**src/design/wwr_pkg.sv**
```systemverilog
// Shared types, constants and helpers of the watermark window reorder block.
`default_nettype none
package wwr_pkg;

	localparam int HEAP_DEPTH  = 64;
	localparam int MAX_RELEASE = 32;
	localparam int TIME_BITS   = 40;
	localparam int TAG_BITS    = 12;
	localparam int SEQ_BITS    = 12;
	localparam int CFG_BITS    = 31;
	localparam int IDX_BITS    = $clog2(HEAP_DEPTH);
	localparam int CNT_BITS    = IDX_BITS + 1;
	localparam int REL_BITS    = $clog2(MAX_RELEASE + 1);
	localparam int DROP_BITS   = 6;

	typedef logic [TIME_BITS-1:0] time_t;
	typedef logic [TAG_BITS-1:0]  tag_t;
	typedef logic [SEQ_BITS-1:0]  seq_t;
	typedef logic [IDX_BITS-1:0]  idx_t;
	typedef logic [CNT_BITS-1:0]  cnt_t;

	typedef struct packed {
		time_t ts;
		seq_t  seq;
		tag_t  tag;
	} entry_t;

	typedef enum logic {
		CFG_WINDOW    = 1'b0,
		CFG_WATERMARK = 1'b1
	} cfg_idx_t;

	typedef enum logic [1:0] {
		ST_HELD     = 2'd0,
		ST_RELEASED = 2'd1,
		ST_LATE     = 2'd2,
		ST_FULL     = 2'd3
	} status_code_t;

	typedef enum logic [3:0] {
		S_IDLE,
		S_CHECK,
		S_PUSH_RD,
		S_PUSH_CMP,
		S_FLUSH_CHK,
		S_FLUSH_TOP,
		S_EMIT_REC,
		S_POP_LAST,
		S_POP_LOAD,
		S_POP_RD,
		S_POP_CMP,
		S_STATUS
	} state_t;

	typedef enum logic [3:0] {
		DP_NOP,
		DP_LOAD_IN,
		DP_START,
		DP_MARK_LATE,
		DP_MARK_FULL,
		DP_PUSH_INIT,
		DP_PUSH_ROOT,
		DP_PUSH_RD,
		DP_PUSH_CMP,
		DP_FLUSH_RD,
		DP_TOP,
		DP_EMIT_REC,
		DP_DROP_CNT,
		DP_POP_LAST,
		DP_POP_LOAD,
		DP_POP_RD
	} dp_op_t;

	typedef struct packed {
		dp_op_t op;
		logic   pop_cmp;
		logic   emit_stat;
	} dp_cmd_t;

	typedef struct packed {
		logic started;
		logic late;
		logic full;
		logic flush_go;
		logic i_zero;
		logic x_first;
		logic top_in_win;
		logic pop_done;
		logic rel_max;
		logic out_free;
	} dp_stat_t;

	// a leaves before b: earlier time, or same time and earlier arrival mod 4096
	function automatic logic comes_first(entry_t a, entry_t b);
		seq_t d;
		d = a.seq - b.seq;
		if (a.ts != b.ts)
			return a.ts < b.ts;
		return d[SEQ_BITS-1];
	endfunction

endpackage
`default_nettype wire

```
**src/design/wwr_ctrl.sv**
```systemverilog
// Controller: sequences heap insert, window flush and pop sift.
`default_nettype none
module wwr_ctrl (
	input  wire               clk,
	input  wire               arst_n,
	input  wire               in_valid,
	input  wwr_pkg::dp_stat_t stat,
	output wwr_pkg::dp_cmd_t  cmd
);
	wwr_pkg::state_t state_q, state_d;
	logic first_q, first_d;

	always_ff @(posedge clk or negedge arst_n) begin
		if (!arst_n) begin
			state_q <= wwr_pkg::S_IDLE;
			first_q <= 1'b0;
		end else begin
			state_q <= state_d;
			first_q <= first_d;
		end
	end

	always_comb begin
		state_d = state_q;
		first_d = first_q;
		case (state_q)
			wwr_pkg::S_IDLE: if (in_valid) state_d = wwr_pkg::S_CHECK;
			wwr_pkg::S_CHECK: begin
				first_d = !stat.started;
				if (!stat.started)
					state_d = wwr_pkg::S_PUSH_RD;
				else if (stat.late)
					state_d = wwr_pkg::S_STATUS;
				else if (stat.full)
					state_d = wwr_pkg::S_FLUSH_CHK;
				else
					state_d = wwr_pkg::S_PUSH_RD;
			end
			wwr_pkg::S_PUSH_RD: begin
				if (stat.i_zero)
					state_d = first_q ? wwr_pkg::S_STATUS : wwr_pkg::S_FLUSH_CHK;
				else
					state_d = wwr_pkg::S_PUSH_CMP;
			end
			wwr_pkg::S_PUSH_CMP: begin
				if (stat.x_first)
					state_d = wwr_pkg::S_PUSH_RD;
				else
					state_d = first_q ? wwr_pkg::S_STATUS : wwr_pkg::S_FLUSH_CHK;
			end
			wwr_pkg::S_FLUSH_CHK:
				state_d = stat.flush_go ? wwr_pkg::S_FLUSH_TOP : wwr_pkg::S_STATUS;
			wwr_pkg::S_FLUSH_TOP:
				state_d = stat.top_in_win ? wwr_pkg::S_EMIT_REC : wwr_pkg::S_STATUS;
			wwr_pkg::S_EMIT_REC: if (stat.rel_max || stat.out_free) state_d = wwr_pkg::S_POP_LAST;
			wwr_pkg::S_POP_LAST: state_d = wwr_pkg::S_POP_LOAD;
			wwr_pkg::S_POP_LOAD: state_d = wwr_pkg::S_POP_RD;
			wwr_pkg::S_POP_RD:   state_d = wwr_pkg::S_POP_CMP;
			wwr_pkg::S_POP_CMP:
				state_d = stat.pop_done ? wwr_pkg::S_FLUSH_CHK : wwr_pkg::S_POP_RD;
			wwr_pkg::S_STATUS: if (stat.out_free) state_d = wwr_pkg::S_IDLE;
			default: state_d = wwr_pkg::S_IDLE;
		endcase
	end

	always_comb begin
		cmd.op = wwr_pkg::DP_NOP;
		cmd.pop_cmp = 1'b0;
		cmd.emit_stat = 1'b0;
		case (state_q)
			wwr_pkg::S_IDLE: cmd.op = wwr_pkg::DP_LOAD_IN;
			wwr_pkg::S_CHECK: begin
				if (!stat.started)
					cmd.op = wwr_pkg::DP_START;
				else if (stat.late)
					cmd.op = wwr_pkg::DP_MARK_LATE;
				else if (stat.full)
					cmd.op = wwr_pkg::DP_MARK_FULL;
				else
					cmd.op = wwr_pkg::DP_PUSH_INIT;
			end
			wwr_pkg::S_PUSH_RD:
				cmd.op = stat.i_zero ? wwr_pkg::DP_PUSH_ROOT : wwr_pkg::DP_PUSH_RD;
			wwr_pkg::S_PUSH_CMP:  cmd.op = wwr_pkg::DP_PUSH_CMP;
			wwr_pkg::S_FLUSH_CHK: cmd.op = wwr_pkg::DP_FLUSH_RD;
			wwr_pkg::S_FLUSH_TOP: cmd.op = wwr_pkg::DP_TOP;
			wwr_pkg::S_EMIT_REC: begin
				if (stat.rel_max)
					cmd.op = wwr_pkg::DP_DROP_CNT;
				else if (stat.out_free)
					cmd.op = wwr_pkg::DP_EMIT_REC;
			end
			wwr_pkg::S_POP_LAST: cmd.op = wwr_pkg::DP_POP_LAST;
			wwr_pkg::S_POP_LOAD: cmd.op = wwr_pkg::DP_POP_LOAD;
			wwr_pkg::S_POP_RD:   cmd.op = wwr_pkg::DP_POP_RD;
			wwr_pkg::S_POP_CMP:  cmd.pop_cmp = 1'b1;
			wwr_pkg::S_STATUS:   cmd.emit_stat = stat.out_free;
			default: ;
		endcase
	end
endmodule
`default_nettype wire

```
**config.mk**
```make
export PLATFORM = sky130hd
export DESIGN_NAME = wwr_ctrl
export DESIGN_NICKNAME = d
export VERILOG_FILES = /design/src/design/wwr_pkg.sv /design/src/design/wwr_ctrl.sv
export SDC_FILE = /design/constraint.sdc
export NUM_CORES = 1
export LEC_CHECK = 0
export BUFFER_PORTS_ARGS = -buffer_cell sky130_fd_sc_hd__clkbuf_2
export CAP_MARGIN = 15
export CORE_MARGIN = 2
export CORE_UTILIZATION = 54
export CTS_CLUSTER_SIZE = 12
export DETAILED_ROUTE_END_ITERATION = 12
export PLACE_DENSITY = 0.88
export RECOVER_POWER = 100
export SETUP_SLACK_MARGIN = 0.02
export SLEW_MARGIN = 20
export SYNTH_ARGS = -nofsm -noshare
export SYNTH_HDL_FRONTEND = slang
export SYNTH_SLANG_ARGS = --single-unit
```
**constraint.sdc**
```tcl
create_clock -name clk -period 3.7 [get_ports clk]
set_input_delay 0.37 -clock clk [delete_from_list [all_inputs] [get_ports clk]]
set_output_delay 0.37 -clock clk [all_outputs]
set_load 0.1 [all_outputs]
```
==> results.ini <==
[status]
outcome = finished, final reports clean

[logic_synthesis]
ys_warn_count = 0
synth_top_area_share_pct = 17.86
syn-cell-area_um2 = 700.7
synth_fp_nets = 107
synth_edf_count = 0
synth_area_leaders = dfrtp_1 (18%), a21oi_1 (5.7%), o21ai_0 (5.0%)
yosys.area.top_type = dfrtp_1
yosysSeqAreaShare_pct = 17.86
synth_commonest_cells = a21oi_1 (8), nor2_1 (8), nand2_1 (7), o21ai_0 (7)
synth_cell_types = 42
synthFlopType = dfrtp_1
synth_cells = 94
synthArstFlopShare_pct = 100.0
synth_seq_cells = 5
syn_avg_cell_area_um2 = 7.454

[timing]
maxSlewHeadroom_pct = 22.90
finalMaxSlewViolations = 0
hold_viol = 0
worst_pin_slew_ns = 1.161
setup_viol = 0
finalCriticalPeriod_ns = 3.068
rsz0062_at_grt = no
max_freq_ghz = 0.3260
tns_ns = 0
skew_ns = 0.005659
finalCritPeriodShare_pct = 82.91

[setup_path]
reg2regPathDepth = 4
crit_type = flip-flop to output port
crit_path_end_kind = output port
critPathLaunchType = flip-flop
arrival_ns = 2.70
r2r_end = state_q[1]
reg2reg_from = state_q[1]
rrSetupSlack_ns = 1.91
crit_required_ns = 3.33
cp_max_fo = 22

[cells_and_area]
syn2layout_area_growth_pct = 11.07
layout-drive-gt1-share_pct = 18.35
multiInputGateArea_um2 = 496.7
diodes = 0
nets = 123
regArea_um2 = 125.1
fill_cells = 101

[floorplanning]
die_w_um = 40.02
core_area_um2 = 1156
fp.dieH_um = 40.02
ios = 19
dieArea_um2 = 1602
start_util_pct = 60.61
num_rows = 12

[clock_network]
cts.root.buffer_cell = clkbuf_4
cts_tree = built
cts_max_level = 1
clk_latency_ns = 0.24
clkSlewWorstSetupHoldPaths_ns = 0.04
clockBufferDepth = 2
cts_buffers = 3
cts_sinks = 5
ctsResizeCount = 0

[global_route]
grt_pass1_wl_um = 2980
grt_usage_pct = 27.98
grt_remaining_overflow = 0
antenna_found_initial = 0
first_global_vias = 646
grt_max_degree = 23

[place]
hpwl_um = 1340
gp_congestion = 0.9175
place.port_buffers = 18

[routing]
antenna_left = 0
dr_total_vias = 803
drc = 0
wirelength_um = 1805
via_per_inst = 6.528
dr.first_iter.drc_count = 43
firstDrtPassIters = 4
wl_per_cell_um = 14.67

[worst_hold_path]
whs_path_depth = 2
hp-class = input pin to flip-flop
hold_end = state_q[0]
hold_path.startpoint = stat[0]

[job]
max_cap_violations = 0

## sequential cells by signal (all words and copies together), names as in the netlist
name,count
first_q,1
state_q,4
## layer usage
metal	global-route usage, %	vias to the layer above	routed length (um)
li1	-	388	-
met1	39.39	360	729
met2	41.94	55	876
met3	4.444	0	198
met4	11.21	0	0
met5	0	-	0
## area by class of cell
type / instances / share of cell area, %
sequential: 5 / 16.08
timing repair buffer: 19 / 11.74
tap: 14 / 2.251
inverter: 5 / 2.733
multi-input combinational: 76 / 63.83
clock buffer: 4 / 3.376
## worst max path at each step
stage,start,to
detailed placement,state_q[2],cmd[3]
global route,state_q[0],cmd[2]
global placement,state_q[2],cmd[3]
floorplan,state_q[0],cmd[4]
CTS,state_q[2],cmd[3]
finish,state_q[2],cmd[3]
## per-stage QoR
stage | setup WS [ns] | utilization (%) | cells | hold WS, ns | area, um^2
floorplan | 0.2250 | - | 94 | 0.07441 | 700.7
global route | 0.5152 | 67.32 | 123 | 0.3748 | 778.2
detailed placement | 1.327 | 64.94 | 118 | 0.1873 | 750.7
CTS | 1.067 | 68.07 | 123 | 0.3673 | 787.0
global placement | 1.402 | 64.94 | 118 | 0.1867 | 750.7
finish | 0.6323 | 67.32 | 123 | 0.3770 | 778.2
## repair_timing
action | in CTS | in global routing
setup buffers | 0 | 0
hold buffers | 1 | 0
endpoints found under the setup margin | 0 | 0
endpoints found under the hold margin | 5 | 0
## logic make-up (layout without fill, tap and decap cells)
| family | after synthesis | after routing | share of synthesized area (%) |
|---|---|---|---|
| and+or+nand+nor | 42 | 42 | 36.25 |
| AOI/OAI and AO/OA | 34 | 34 | 34.65 |
| buffers and inverters | 13 | 28 | 11.25 |
| DFF | 5 | 5 | 17.86 |
## layout by cell type (no fill, tap or decap), types with 2 or more instances in the layout
cell type and count:
a21oi_1 8, clkbuf_1 8, clkbuf_2 11, clkbuf_4 3, dfrtp_1 5, inv_1 4
nand2_1 7, nand2b_1 3, nand3_1 2, nand3b_1 3, nor2_1 8, nor2b_1 2
nor3_1 5, nor4_1 2, o21ai_0 8, o221ai_1 2, o32ai_1 2
## worst max-delay path: stages, from the launching register on
cell and delay (ns):
dfrtp_1 0.74, nand2b_1 0.26, or4_4 0.47, o211ai_1 0.11, clkbuf_1 0.88
Power is left out: the tool's default activity adds up to more than one toggle a clock period on the data nets, which glitch-free logic cannot reach.
